===== src/design/yaz0_stream_decompressor_macros.svh =====
`ifndef YAZ0_STREAM_DECOMPRESSOR_MACROS_SVH
`define YAZ0_STREAM_DECOMPRESSOR_MACROS_SVH

// Checks that a condition holds in the same cycle as its trigger.
`define YZ0_ASSERT_SAME(lbl, clk, rst, trig, cond, msg) \
   lbl: assert property (@(posedge clk) disable iff (rst) (trig) |-> (cond)) else $error(msg);

// Checks that a condition holds in the cycle after its trigger.
`define YZ0_ASSERT_NEXT(lbl, clk, rst, trig, cond, msg) \
   lbl: assert property (@(posedge clk) disable iff (rst) (trig) |=> (cond)) else $error(msg);

`endif


===== src/design/yz0_pkg.sv =====
`default_nettype none

package yz0_pkg;

   localparam int WINDOW_BYTES_DEF     = 4096;
   localparam int BYTES_PER_RESULT_DEF = 8;

   localparam int OUT_BYTES_W  = 64;
   localparam int OUT_COUNT_W  = 4;
   localparam int SIZE_W       = 32;
   localparam int RSP_TDATA_W  = 104;

   // Header layout: the decoded size sits in bytes 4 to 7, big-endian.
   localparam logic [3:0] HDR_SIZE_FIRST = 4'd4;
   localparam logic [3:0] HDR_SIZE_LAST  = 4'd7;
   localparam logic [3:0] HDR_LAST       = 4'd15;

   localparam logic [3:0] FLAG_GROUP_SIZE = 4'd8;
   localparam logic [8:0] LEN_SHORT_BIAS  = 9'd2;
   localparam logic [8:0] LEN_LONG_BIAS   = 9'd18;

   typedef enum logic [2:0] {
      PH_IDLE,
      PH_HEADER,
      PH_ITEM,
      PH_REF_SECOND,
      PH_REF_THIRD,
      PH_DONE
   } phase_type;

   typedef enum logic [1:0] {
      CP_IDLE,
      CP_READ,
      CP_TAIL,
      CP_FLUSH
   } copy_state_type;

   typedef enum logic [1:0] {
      CMD_RESTART,
      CMD_LIT,
      CMD_COPY,
      CMD_EMPTY
   } cmd_kind_type;

   typedef struct packed {
      logic         valid;
      cmd_kind_type kind;
      logic [7:0]   data;
      logic [8:0]   length;
      logic [11:0]  dist_m1;
      logic         fin;
      logic         trunc;
   } copy_cmd_type;

   typedef struct packed {
      logic [OUT_BYTES_W-1:0] bytes;
      logic [OUT_COUNT_W-1:0] count;
      logic                   last;
      logic                   done;
      logic                   trunc;
   } result_type;

endpackage

`default_nettype wire


===== src/design/yz0_parser.sv =====
`default_nettype none

module yz0_parser import yz0_pkg::*; (
   input  wire logic          clock,
   input  wire logic          reset,
   input  wire logic          accept,
   input  wire logic [7:0]    in_byte,
   input  wire logic          in_start,
   output copy_cmd_type       cmd,
   output logic [SIZE_W-1:0]  size_value
);

   phase_type          phase_ff, phase_in;
   logic [3:0]         hidx_ff, hidx_in;
   logic [SIZE_W-1:0]  size_ff, size_in;
   logic [SIZE_W-1:0]  rem_ff, rem_in;
   logic [7:0]         flag_ff, flag_in;
   logic [3:0]         fleft_ff, fleft_in;
   logic [7:0]         held_ff, held_in;
   logic [11:0]        dist_ff, dist_in;

   logic [8:0]         sub_len;
   logic [SIZE_W:0]    rem_diff;
   logic               rem_zero;
   logic               go_copy;
   logic [11:0]        go_dist;

   always_ff @(posedge clock) begin
      if (reset) begin
         phase_ff <= PH_IDLE;
         hidx_ff  <= '0;
         size_ff  <= '0;
         rem_ff   <= '0;
         flag_ff  <= '0;
         fleft_ff <= '0;
      end else begin
         phase_ff <= phase_in;
         hidx_ff  <= hidx_in;
         size_ff  <= size_in;
         rem_ff   <= rem_in;
         flag_ff  <= flag_in;
         fleft_ff <= fleft_in;
      end
   end

   always_ff @(posedge clock) begin
      held_ff <= held_in;
      dist_ff <= dist_in;
   end

   always_comb begin
      phase_in = phase_ff;
      hidx_in  = hidx_ff;
      size_in  = size_ff;
      rem_in   = rem_ff;
      flag_in  = flag_ff;
      fleft_in = fleft_ff;
      held_in  = held_ff;
      dist_in  = dist_ff;
      cmd      = '0;
      go_copy  = 1'b0;
      go_dist  = dist_ff;

      // One subtractor serves literals and references: its borrow tells a
      // reference that overruns the remaining size.
      unique case (phase_ff)
         PH_REF_SECOND: sub_len = 9'(held_ff[7:4]) + LEN_SHORT_BIAS;
         PH_REF_THIRD:  sub_len = 9'(in_byte) + LEN_LONG_BIAS;
         default:       sub_len = 9'd1;
      endcase
      rem_diff = {1'b0, rem_ff} - (SIZE_W+1)'(sub_len);
      rem_zero = (rem_diff[SIZE_W-1:0] == '0);

      if (accept && in_start) begin
         // The start byte is header byte 0 and carries no size bits.
         phase_in   = PH_HEADER;
         hidx_in    = 4'd1;
         size_in    = '0;
         rem_in     = '0;
         flag_in    = '0;
         fleft_in   = '0;
         cmd.valid  = 1'b1;
         cmd.kind   = CMD_RESTART;
      end else if (accept) begin
         unique case (phase_ff)
            PH_HEADER: begin
               if (hidx_ff >= HDR_SIZE_FIRST && hidx_ff <= HDR_SIZE_LAST) begin
                  size_in = {size_ff[SIZE_W-9:0], in_byte};
               end
               hidx_in = hidx_ff + 4'd1;
               if (hidx_ff == HDR_LAST) begin
                  rem_in = size_in;
                  if (size_in == '0) begin
                     phase_in  = PH_DONE;
                     cmd.valid = 1'b1;
                     cmd.kind  = CMD_EMPTY;
                     cmd.fin   = 1'b1;
                  end else begin
                     phase_in = PH_ITEM;
                  end
               end
            end
            PH_ITEM: begin
               if (fleft_ff == '0) begin
                  flag_in  = in_byte;
                  fleft_in = FLAG_GROUP_SIZE;
               end else if (flag_ff[7]) begin
                  flag_in   = {flag_ff[6:0], 1'b0};
                  fleft_in  = fleft_ff - 4'd1;
                  rem_in    = rem_diff[SIZE_W-1:0];
                  cmd.valid = 1'b1;
                  cmd.kind  = CMD_LIT;
                  cmd.data  = in_byte;
                  cmd.fin   = rem_zero;
                  if (rem_zero) begin
                     phase_in = PH_DONE;
                  end
               end else begin
                  held_in  = in_byte;
                  phase_in = PH_REF_SECOND;
               end
            end
            PH_REF_SECOND: begin
               go_dist = {held_ff[3:0], in_byte};
               dist_in = go_dist;
               if (held_ff[7:4] != 4'd0) begin
                  go_copy = 1'b1;
               end else begin
                  phase_in = PH_REF_THIRD;
               end
            end
            PH_REF_THIRD: begin
               go_copy = 1'b1;
            end
            default: begin
            end
         endcase
      end

      if (go_copy) begin
         flag_in   = {flag_ff[6:0], 1'b0};
         if (fleft_ff != '0) begin
            fleft_in = fleft_ff - 4'd1;
         end
         cmd.valid = 1'b1;
         if (rem_diff[SIZE_W]) begin
            cmd.kind  = CMD_EMPTY;
            cmd.fin   = 1'b1;
            cmd.trunc = 1'b1;
            phase_in  = PH_DONE;
         end else begin
            rem_in      = rem_diff[SIZE_W-1:0];
            cmd.kind    = CMD_COPY;
            cmd.length  = sub_len;
            cmd.dist_m1 = go_dist;
            cmd.fin     = rem_zero;
            phase_in    = rem_zero ? PH_DONE : PH_ITEM;
         end
      end
   end

   assign size_value = size_ff;

endmodule

`default_nettype wire


===== config.mk =====
export PLATFORM = sky130hd
export DESIGN_NAME = yz0_parser
export DESIGN_NICKNAME = d
export VERILOG_FILES = /design/src/design/yaz0_stream_decompressor_macros.svh /design/src/design/yz0_pkg.sv /design/src/design/yz0_parser.sv
export SDC_FILE = /design/constraint.sdc
export NUM_CORES = 1
export LEC_CHECK = 0
export ABC_CLOCK_PERIOD_IN_PS = 4300
export BUFFER_PORTS_ARGS = -buffer_cell sky130_fd_sc_hd__buf_2
export CAP_MARGIN = 10
export CORE_MARGIN = 3
export CORE_UTILIZATION = 36
export DETAILED_ROUTE_END_ITERATION = 10
export HOLD_SLACK_MARGIN = 0.15
export PLACE_DENSITY_LB_ADDON = 0.1
export SETUP_SLACK_MARGIN = 0.4
export SLEW_MARGIN = 20
export SYNTH_ARGS = -nofsm -noshare
export SYNTH_HDL_FRONTEND = slang
export SYNTH_SLANG_ARGS = --single-unit

===== constraint.sdc =====
create_clock -name clock -period 4.3 [get_ports clock]
set_input_delay 0.43 -clock clock [delete_from_list [all_inputs] [get_ports clock]]
set_output_delay 0.43 -clock clock [all_outputs]
set_load 0.005 [all_outputs]

Word-level counts from Yosys, hierarchy flattened
Index checks and enable logic that the tools add are counted.
{"block": "totals", "word_cells": 123, "output_inout_bits": 66, "input_bits": 12, "reg_bits": 103}
{"block": "op_classes", "reduce_logical": 23, "bitwise": 3, "n_addsub": 5, "magnitude_cmp": 2, "eq_ne": 9, "muxes": 70}
{"cell": "$mux 32", "n": 11}
{"cell": "$logic_not 32->1", "n": 2}
{"cell": "$mux 8", "n": 8}
{"cell": "$pmux 32 s2", "n": 1}
{"cell": "$mux 3", "n": 15}
{"cell": "$mux 12", "n": 3}
{"cell": "$mux 11", "n": 3}
{"cell": "$sub 32x9->33", "n": 1}
{"cell": "$mux 4", "n": 7}
{"cell": "$mux 23", "n": 1}
{"cell": "$mux 21", "n": 1}
{"cell": "$pmux 9 s2", "n": 1}
{"cell": "$mux 1", "n": 15}
{"cell": "$ne 4x4->1 const B", "n": 3}
{"cell": "$reduce_bool 4->1", "n": 3}
{"cell": "$add 8x5->9 const B", "n": 1}
{"cell": "$pmux 3 s3", "n": 1}
{"cell": "$eq 3x2->1 const B", "n": 2}
{"cell": "$pmux 3 s2", "n": 1}
{"cell": "$reduce_and 2->1", "n": 3}
{"cell": "$reduce_and 3->1", "n": 2}
{"cell": "$reduce_and 6->1", "n": 1}
{"cell": "$reduce_bool 2->1", "n": 3}
{"cell": "$reduce_bool 3->1", "n": 2}
{"cell": "17 further kinds", "n": 21}

Depth between registers and ports, before layout
Gate-level depths: netlist of the first run.
{"block": "logic_depth", "depth_word": 13, "depth_mapped": 17, "mapped_depth_nobuf": 15}

Worst setup path after synthesis of the first run
Ideal clock, no wire load.
{"block": "synth_path", "path_kind": "input -> output", "from": "input port in_byte[3]", "to": "output port cmd[1] in the netlist's numbering", "setup_slack_ps": 333, "path_stages": 13, "n_path_buf": 1, "t_required_ps": 3870, "arrival_ps": 3537, "cell_sequence": "clkbuf_1 > a31o_2 > nand2_1 > or3_1 > ha_1 > a2111oi_0 > nand3_1 > or2_4 > or3_1 > xnor2_1 > nor4_1 > nand4_1 > o21ai_0"}
{"element": "start: declaration", "line": "yz0_parser.sv:7", "rtl": "input wire logic [7:0] in_byte,"}
{"element": "end: declaration", "line": "yz0_parser.sv:9", "rtl": "output copy_cmd_type cmd,"}

==> results of run 1 <==
==> per-stage QoR <==
| stage | worst slack (ns) | instance area [um^2] | total power (uW) | util |
|---|---|---|---|---|
| floorplan | 0.429 | 6690 | 1210 | - |
| global placement | 0.125 | 7480 | 1330 | 0.414 |
| detailed placement | 0.135 | 7480 | 1320 | 0.414 |
| CTS | 0.142 | 8000 | 2230 | 0.442 |
| global route | 0.0290 | 8360 | 2320 | 0.462 |
| finish | 0.0791 | 8360 | 2240 | 0.462 |
==> routing by layer <==
layer,vias up,part of all wire,track usage
met5,-,0,0
met4,0,0.041,0.105
met3,50,0.055,0.0276
met2,278,0.43,0.354
met1,3439,0.47,0.361
li1,3372,-,-
==> sequential cells by signal, summed over array words and instances (netlist names) <==
name        count
size_value     32
held_ff         8
rem_ff         32
fleft_ff        4
flag_ff         8
dist_ff        12
phase_ff        3
hidx_ff         4
==> power by group through the flow <==
stage | sequential (uW) | clock [uW] | combinational (uW)
global route | 993 | 942 | 385
global placement | 1010 | 0 | 313
CTS | 991 | 907 | 330
floorplan | 1010 | 0 | 201
detailed placement | 1010 | 0 | 311
finish | 991 | 893 | 359
==> layout by cell type, fill, tap and decap left out, drive strengths merged, types with 7 or more instances in the layout <==
cell	n
nor3	23
a22oi	27
o21ai	38
nand3	21
mux2	13
buf	145
and2	17
dfxtp	95
edfxtp	8
xnor2	11
a211oi	9
and4	9
nand2b	10
inv	17
ha	14
nor4	19
or3	9
and3	13
nand2	121
clkbuf	11
o211ai	7
a21oi	79
a21o	8
xor2	18
o22a	13
nand4	28
nor2	89
==> layout make-up <==
type / instances / area share
clock inverters: 7 / 0.0112
inverters: 13 / 0.00584
clock buffers: 9 / 0.0269
well taps: 229 / 0.0343
flip-flops and latches: 103 / 0.256
multi-input cells: 688 / 0.537
repair buffers: 147 / 0.128
==> final timing paths <==
path         slack, ns                        to  cells after the start                      from
max               0.08                    cmd[1]                     14  phase_ff[1]$_SDFFE_PP0P_
min               0.41      held_ff[3]$_DFFE_PP_                      2                in_byte[3]
max reg2reg       0.36  phase_ff[0]$_SDFFE_PP0P_                     17  phase_ff[1]$_SDFFE_PP0P_
min reg2reg       0.48        dist_ff[6]$_DFF_P_                      1        dist_ff[6]$_DFF_P_
==> logic make-up after synthesis <==
kind of cell             count (synthesis)  share of synthesized area
XOR/XNOR                                29                     0.0380
AND/OR/NAND/NOR                        386                      0.289
adder cells (fa/ha/maj)                 15                     0.0292
flip-flops                             103                      0.320
buffers and inverters                   78                     0.0514
multiplexers                            19                     0.0309
AO/OA/AOI/OAI                          239                      0.241
==> repair_timing <==
| action | 4_1_cts | 5_1_grt |
|---|---|---|
| hold endpoints to repair | 0 | 0 |
| cloned | 1 | 2 |
| resized for setup | 32 | 51 |
| pin swaps | 10 | 23 |
| buffers inserted | 6 | 9 |
| setup endpoints to repair | 24 | 35 |
==> results.md, run 1 <==
- Status: completed
- CTS tree: built
- Worst Path Max Fanout: 5
- Core Box Area: 18100 um^2
- Post-Layout Cell Count: 1196
- Htree depth: 3
- Area taken by flip-flops and latches: 2140 um^2
- Max Freq: 0.237 GHz
- Max Cap Viol: 0
- Clock transition at path regs: 0.09 ns
- Switching Share: 0.310
- Initial antenna violation count: 0
- Crit path buf inv count: 2
- Ys Warns: 0
- Critical path endpoint category: output port
- Die ar.: 20200 um^2
- CP peak stage delay: 0.42 ns
- Vias: 7139
- Worst relative slew slack: 0.304
- Vias per cell: 5.97
- FP Rows: 49
- TNS Setup: 0 ns
- Crit path max-delay cell type: or3_4
- Worst skew pair latency: 0.37 ns
- Largest net degree at the start of global routing: 49
- RSZ-0062 raised after global routing: yes
- Minimum hold slack: 0.415 ns
- Combinational power share: 0.160
- Yosys reg bits: 103
- Clock skew: 0.00988 ns
- Final GP Congestion: 0.944
- Hold WC Path Type: in -> reg
- Total gr overflow: 0
- NetSw: 695 uW
- Chip Width: 142 um
- I/O Pins: 78
- Area share of the leading cell type in the synthesized netlist: 0.284
- Hold_buf cts: 0
- Leakage power: 0.00340 uW
- Yosys cell types: 79
- Endpoints failing hold: 0
- Data required time of the critical path: 3.87 ns
- Clock Power Share: 0.398
- Wire length of the first global-routing pass: 38500 um
- Synth Area per Inst: 7.70 um^2
- Total GRT Usage: 0.243
- Worst Tran Pin Value: 1.04 ns
- Clk sinks: 103
- Cell taking the most area after synthesis: dfxtp_1
- Share of layout cells above drive strength 1: 0.262
- CP top delay family: simple AND/OR/NAND/NOR gates
- Dominant cells by area after synthesis: dfxtp_1 28%, nand2_1 6.7%, a21oi_1 5.6%
- Vias in the first global route: 6440
- Number of synthesized flops with an enable pin: 8
- Mapped Area: 6690 um^2
- Initial Utilization: 0.370
- Final worst-path cycle share: 0.982
- Synth Flop Type: dfxtp_1
- CTS root buf: clkbuf_16
- Drt first-iter violations: 710
- Wire length per cell: 21.3 um
- Internal power: 1550 uW
- CP Launch Type: flop
- Syn Nets: 896
- Die Span Y: 142 um
- Critical-path cell list: or3_4 -> o22a_4 -> ha_4 -> fa_2 -> nand2b_4 -> a211oi_2 -> buf_4 -> nor2_1 -> mux2_2 -> nand3_1 -> nor4_2 -> nand4_1 -> o21ai_2 -> buf_2
- Residual DRC: 0
- Count leader, synth: nand2_1
- Post-Syn Instances: 869
- Pins over their slew limit: 0
- Peak supply drop: 194 uV
- Sequential Power Share: 0.442
- Input/output buffers: 77
- Fin nets: 989
- Data arrival time of the worst path: 3.79 ns
- TritonCTS Buffers: 9
- Pre-Repair DR Iteration Count: 6
- Placed Instances: 1162
- Post-route ant nets: 0
- Fin crit period: 4.22 ns
- Fill cells: 1795
- Area of the multi-input gates: 4490 um^2
- Seq/Total Area, Yosys: 0.320
- Total wire length: 25500 um
- DPL Wire Length: 17900 um
- Commonest cells in the netlist: 120 x nand2_1, 95 x dfxtp_1, 89 x nor2_1
- Final setup fails: 0
- Kind of critical path: reg -> out
- Post-synth ARST share: 0
- N_diodes: 0
- Pwr dens: 268 nW/um^2
- Max clock buf depth: 2
- Layout area overhead: 25.0%
No activity file was read; power rests on OpenSTA's default activity.
==> run 2, diff against run 1 <==
BUFFER_PORTS_ARGS = not set   (was -buffer_cell sky130_fd_sc_hd__buf_2)
DONT_BUFFER_PORTS = 1   (was not set)
PLACE_DENSITY_LB_ADDON = 0.05   (was 0.1)
==> run 2 against run 1 <==
  * Utilization fell by 4.1 points
  * Count of clock-buffer cells in the layout did not move
  * Register-to-register slack got worse by 0.10 ns
  * Critical path type unchanged
  * Critical endpoint unchanged
  * Largest power group unchanged
  * Highest routed layer is now met5
==> results.md, run 2 (synthesis results as in run 1) <==
- Data arrival time of the worst path: 3.71 ns (-0.08 ns)
- Leakage power: 0.00282 uW (-17%)
- Pwr dens: 282 nW/um^2 (+5.0%)
- Input/output buffers: 0 (-100%)
- Worst skew pair latency: 0.36 ns (about the same)
- Wire length per cell: 23.4 um (+10%)
- Vias in the first global route: 6347 (-1.4%)
- N_diodes: 0 (unchanged)
- FP Rows: 49 (unchanged)
- Vias: 6762 (-5.3%)
- TritonCTS Buffers: 9 (unchanged)
- Fill cells: 1828 (+1.8%)
- Max clock buf depth: 2 (unchanged)
- Pre-Repair DR Iteration Count: 5 (-1)
- Max Freq: 0.242 GHz (+2.0%)
- Endpoints failing hold: 0 (unchanged)
- Critical path endpoint category: output port
- DPL Wire Length: 18100 um (+0.66%)
- Total gr overflow: 0 (unchanged)
- Kind of critical path: reg -> out
- TNS Setup: 0 ns (unchanged)
- Layout area overhead: 14.1%
- Peak supply drop: 201 uV (+3.5%)
- Post-route ant nets: 0 (unchanged)
- Chip Width: 142 um (unchanged)
- Core Box Area: 18100 um^2 (unchanged)
- CP Launch Type: flop
- Htree depth: 3 (unchanged)
- Worst relative slew slack: 0.327 (+0.0232)
- Wire length of the first global-routing pass: 39100 um (+1.6%)
- Total wire length: 25700 um (+0.82%)
- Pins over their slew limit: 0 (unchanged)
- Most common cell after layout, fill and taps aside: nand2_1
- Initial antenna violation count: 2 (+2)
- Status: completed
- Worst Path Max Fanout: 4 (-1)
- Final Util: 0.422 (-0.0406)
- Fin crit period: 4.14 ns (-0.0829 ns)
- RSZ-0062 raised after global routing: yes
- Largest net degree at the start of global routing: 45 (-8.2%)
- Share of layout cells above drive strength 1: 0.170 (-0.0921)
- Clock transition at path regs: 0.08 ns (about the same)
- CTS tree: built
- Total GRT Usage: 0.250 (+0.00664)
- I/O Pins: 78 (unchanged)
- Residual DRC: 0 (unchanged)
- Final setup fails: 0 (unchanged)
- Worst Tran Pin Value: 1.01 ns (-0.0386 ns)
- Clk sinks: 103 (unchanged)
- Vias per cell: 6.17 (+3.4%)
- Hold WC Path Type: in -> reg
- DP Worst Slack: 0.241 ns (+0.106 ns)
- Drt first-iter violations: 706 (-0.56%)
- Data required time of the critical path: 3.87 ns (about the same)
- Most frequent cells in the layout: 118 x nand2_1, 94 x dfxtp_1, 78 x nor2_1
- Fin nets: 889 (-10%)
- Max Cap Viol: 0 (unchanged)
- Final GP Congestion: 0.894 (-5.3%)
- Initial Utilization: 0.370 (unchanged)
- Clock skew: 0.00822 ns (-0.00167 ns)
- Slack of the critical path: 0.162 ns (+0.0829 ns)
- Die Span Y: 142 um (unchanged)
- CTS root buf: clkbuf_16
- Die ar.: 20200 um^2 (unchanged)
- Final worst-path cycle share: 0.962 (-0.0193)
[run 2: changes by cell type in the layout (fill, tap and decap cells not counted), moves of 4 or more]
cell and delta:
and2_4 -10, nor2_2 +5, nor2_1 -4, buf_6 -11, and2_1 +10, buf_2 -65
buf_4 -23
[run 2: what timing repair did]
item                       4_1_cts  5_1_grt
hold buffers                     1        0
gates cloned                     0        1
resized for setup               42       20
setup buffers                   11        5
hold endpoints to repair        44        0
setup endpoints to repair       24       26
pin swaps                       23       11
[run 2: final timing paths]
| check | from | endpoint | slack (ns) | depth (start not counted) |
|---|---|---|---|---|
| setup / recovery | phase_ff[2]$_SDFFE_PP0P_ | cmd[1] | 0.16 | 15 |
| hold reg to reg | dist_ff[4]$_DFF_P_ | dist_ff[4]$_DFF_P_ | 0.48 | 1 |
| hold / removal | in_byte[5] | held_ff[5]$_DFFE_PP_ | 0.16 | 0 |
| setup reg to reg | phase_ff[2]$_SDFFE_PP0P_ | phase_ff[0]$_SDFFE_PP0P_ | 0.26 | 20 |
[run 2: final cells by class]
cell class	instances	area, um^2	area share
Clock buffer	9	225	0.0295
Clock inverter	7	71.3	0.00935
Inverter	13	48.8	0.00640
Multi-Input combinational cell	688	4440	0.582
Sequential cell	103	2140	0.281
Tap cell	229	287	0.0376
Timing Repair Buffer	47	412	0.0540
[run 2: routing by layer]
metal	global-route usage	up-vias	wire, um
li1	-	3170	-
met1	0.350	3255	11600
met2	0.387	295	11500
met3	0.0601	38	2020
met4	0.0630	4	455
met5	0	-	28
[run 2: report_power, final]
part	switching, uW	leakage (uW)	internal (uW)
clock network	430	0.000148	413
registers	8.27	0.000840	982
logic	195	0.00184	120
total	634	0.00282	1510
[run 2: worst max-delay path, stage by stage (launching register included)]
cell and delay, ns:
dfxtp_2 0.34, inv_2 0.03, or3_4 0.36, buf_6 0.13, o22a_1 0.23, ha_2 0.21, fa_2 0.37, nand2b_4 0.17
a211oi_2 0.20, buf_4 0.19, a21bo_4 0.14, nor3_1 0.05, xnor2_1 0.26, and4_1 0.24, nand4_1 0.19, o21ai_2 0.24
[run 2: metrics by stage]
| step | power (uW) | hold WS [ns] | std cells | instance area, um^2 |
|---|---|---|---|---|
| floorplan | 1210 | 0.444 | 869 | 6690 |
| global placement | 1280 | 0.452 | 1062 | 6920 |
| detailed placement | 1280 | 0.458 | 1062 | 6920 |
| CTS | 2160 | 0.152 | 1090 | 7510 |
| global route | 2220 | 0.152 | 1096 | 7630 |
| finish | 2150 | 0.162 | 1096 | 7630 |
==> run 3, diff against run 2 <==
==> constraint.sdc (replaced) <==
create_clock -name clock -period 4.3 [get_ports clock]
set_input_delay 0.215 -clock clock [delete_from_list [all_inputs] [get_ports clock]]
set_output_delay 0.215 -clock clock [all_outputs]
set_load 0.005 [all_outputs]
==> run 3 against run 2 <==
  * Setup slack better by 0.26 ns
  * Global-route usage grew 0.84 points
  * Largest power group unchanged
  * Non-clock buffer count grew 1
  * Cell area increased by 1.2%
  * Highest routed layer unchanged
  * Utilization grew 0.50 points
  * Sequential share of layout area is 0.30 points lower
==> results.md, run 3 (synthesis results as in run 1) <==
- Status: completed
- Worst hold stages: 2 (+2)
- Wire length of the first global-routing pass: 40100 um (+2.6%)
- Most common cell after layout, fill and taps aside: nand2_1
- Combinational power share: 0.151 (+0.005)
- Worst Tran Pin Value: 1.00 ns (-0.00586 ns)
- TNS Setup: 0 ns (unchanged)
- Final GP Congestion: 0.923 (+3.2%)
- Htree depth: 3 (unchanged)
- Core Box Area: 18100 um^2 (unchanged)
- Max Cap Viol: 0 (unchanged)
- Final worst-path cycle share: 0.903 (-0.0593)
- Final setup fails: 0 (unchanged)
- Initial antenna violation count: 2 (unchanged)
- Endpoints failing hold: 0 (unchanged)
- Vias per cell: 6.26 (+1.4%)
- Worst skew pair latency: 0.36 ns (about the same)
- CP peak stage delay: 0.37 ns (about the same)
- Min-delay src: reset
- FP Rows: 49 (unchanged)
- R2r worst-path depth: 17 (-15%)
- Sequential Power Share: 0.448 (-0.013)
- Max clock buf depth: 2 (unchanged)
- Clock skew: 0.00950 ns (+0.00128 ns)
- Total gr overflow: 0 (unchanged)
- Fin nets: 890 (+0.11%)
- Worst flop-to-flop path startpoint: phase_ff[2]$_SDFFE_PP0P_
- Drt first-iter violations: 731 (+3.5%)
- Reg2reg setup slack: 0.45 ns (+0.19 ns)
- Die ar.: 20200 um^2 (unchanged)
- TritonCTS Buffers: 9 (unchanged)
- Pwr dens: 286 nW/um^2 (+1.7%)
- Input/output buffers: 0 (unchanged)
- Crit path max-delay cell type: fa_2
- Worst Path Max Fanout: 5 (+1)
- Worst relative slew slack: 0.331 (+0.00392)
- Hold WC Path Type: in -> reg
- Clk sinks: 103 (unchanged)
- R2r endpoint: phase_ff[0]$_SDFFE_PP0P_
- Total GRT Usage: 0.258 (+0.00842)
- Data required time of the critical path: 4.09 ns (+0.22 ns)
- Total wire length: 26500 um (+3.1%)
- Share of layout cells above drive strength 1: 0.157 (-0.0129)
- Critical path endpoint category: output port
- DPL Wire Length: 17900 um (-1.0%)
- Post-route ant nets: 0 (unchanged)
- Clock Power Share: 0.400 (+0.008)
- Leakage power: 0.00282 uW (about the same)
- Max Freq: 0.258 GHz (+6.6%)
- Post-Layout Cell Count: 1097 (+0.091%)
- CTS tree: built
- Kind of critical path: reg -> out
- NetSw: 653 uW (+3.1%)
- Internal power: 1560 uW (+2.8%)
- Critical-path cell list: inv_1 -> or3_4 -> o22a_1 -> ha_2 -> fa_2 -> nand2b_4 -> a211oi_2 -> buf_4 -> a21bo_2 -> nor3_1 -> xnor2_1 -> and4_1 -> nand4_1 -> o21ai_2
- Fin crit period: 3.88 ns (-0.255 ns)
- CP Launch Type: flop
- Pins over their slew limit: 0 (unchanged)
- Most frequent cells in the layout: 119 x nand2_1, 94 x dfxtp_1, 84 x nor2_1
- Pre-Repair DR Iteration Count: 7 (+2)
- Layout area overhead: 15.4%
- CTS root buf: clkbuf_16
- Initial Utilization: 0.370 (unchanged)
- Vias: 6866 (+1.5%)
- Hold worst-path end: rem_ff[20]$_SDFF_PP0_
- Switching Share: 0.296 (+0.000531)
- RSZ-0062 raised after global routing: yes
- Clock transition at path regs: 0.08 ns (about the same)
- Largest net degree at the start of global routing: 48 (+6.7%)
- Die Span Y: 142 um (unchanged)
- Peak supply drop: 198 uV (-1.6%)
- Wire length per cell: 24.1 um (+3.0%)
- Chip Width: 142 um (unchanged)
- N_diodes: 0 (unchanged)
- Vias in the first global route: 6383 (+0.57%)
- Data arrival time of the worst path: 3.67 ns (-0.04 ns)
- Residual DRC: 0 (unchanged)
- Placed Instances: 1057 (-0.47%)
- Final Util: 0.427 (+0.00498)
- I/O Pins: 78 (unchanged)
## run 3: cell types whose count changed in the layout (fill, tap and decap cells not counted), sizes merged
cell | before | now
clkinv | 2 | 4
clkbuf | 9 | 10
dlygate4sd3 | 0 | 10
inv | 18 | 15
buf | 47 | 38
## run 3: worst max-delay path by stage
stage                     cells past startpoint                startpoint                  endpoint
after detailed placement                     12  phase_ff[2]$_SDFFE_PP0P_                    cmd[1]
after global placement                       12  phase_ff[2]$_SDFFE_PP0P_                    cmd[1]
after floorplan                              13  phase_ff[2]$_SDFFE_PP0P_  phase_ff[2]$_SDFFE_PP0P_
final                                        14  phase_ff[2]$_SDFFE_PP0P_                    cmd[1]
after CTS                                    14  phase_ff[2]$_SDFFE_PP0P_                    cmd[1]
after global routing                         12      held_ff[6]$_DFFE_PP_                    cmd[1]
## run 3: worst max-delay path, delay by kind of cell, from the launching register on
kind                     cells  cell delay, ns
buffers and inverters        2            0.22
AND/OR/NAND/NOR              5            1.04
flip-flops                   1            0.35
XOR/XNOR                     1            0.30
AO/OA/AOI/OAI                4            0.82
adder cells (fa/ha/maj)      2            0.57
## run 3: stage by stage
stage	setup WS, ns	cell area (um^2)	hold WS [ns]	power, uW
finish	0.417	7720	0.177	2210
CTS	0.366	7540	0.150	2210
detailed placement	0.140	6890	0.298	1270
floorplan	0.579	6690	0.314	1210
global route	0.288	7720	0.182	2290
global placement	0.201	6890	0.297	1270
## run 3: final cells by class
| cell class | count | area (um^2) |
|---|---|---|
| Sequential cell | 103 | 2150 |
| Inverter | 13 | 48.8 |
| Tap cell | 229 | 287 |
| Fill cell | 1841 | 10400 |
| Timing Repair Buffer | 48 | 429 |
| Multi-Input combinational cell | 688 | 4480 |
| Clock inverter | 6 | 72.6 |
| Clock buffer | 10 | 250 |
## run 3: power groups by stage
stage	clock network (uW)	logic (uW)	registers, uW
finish	885	335	991
global route	939	360	993
CTS	909	310	990
detailed placement	0	261	1010
global placement	0	258	1010
floorplan	0	201	1010
## run 3: what timing repair did
action,CTS,global route
hold buffers,11,0
gates resized for setup,32,22
pin swaps,11,13
hold endpoints to repair,72,0
setup endpoints to repair,26,14
buffers inserted,7,6
## run 3: per-layer routing
| metal | share of wire | wire [um] | GRT usage | vias up |
|---|---|---|---|---|
| li1 | - | - | - | 3176 |
| met1 | 0.46 | 12100 | 0.370 | 3395 |
| met2 | 0.46 | 12100 | 0.402 | 258 |
| met3 | 0.069 | 1830 | 0.0484 | 33 |
| met4 | 0.015 | 410 | 0.0640 | 4 |
| met5 | 0.0010 | 27 | 0 | - |
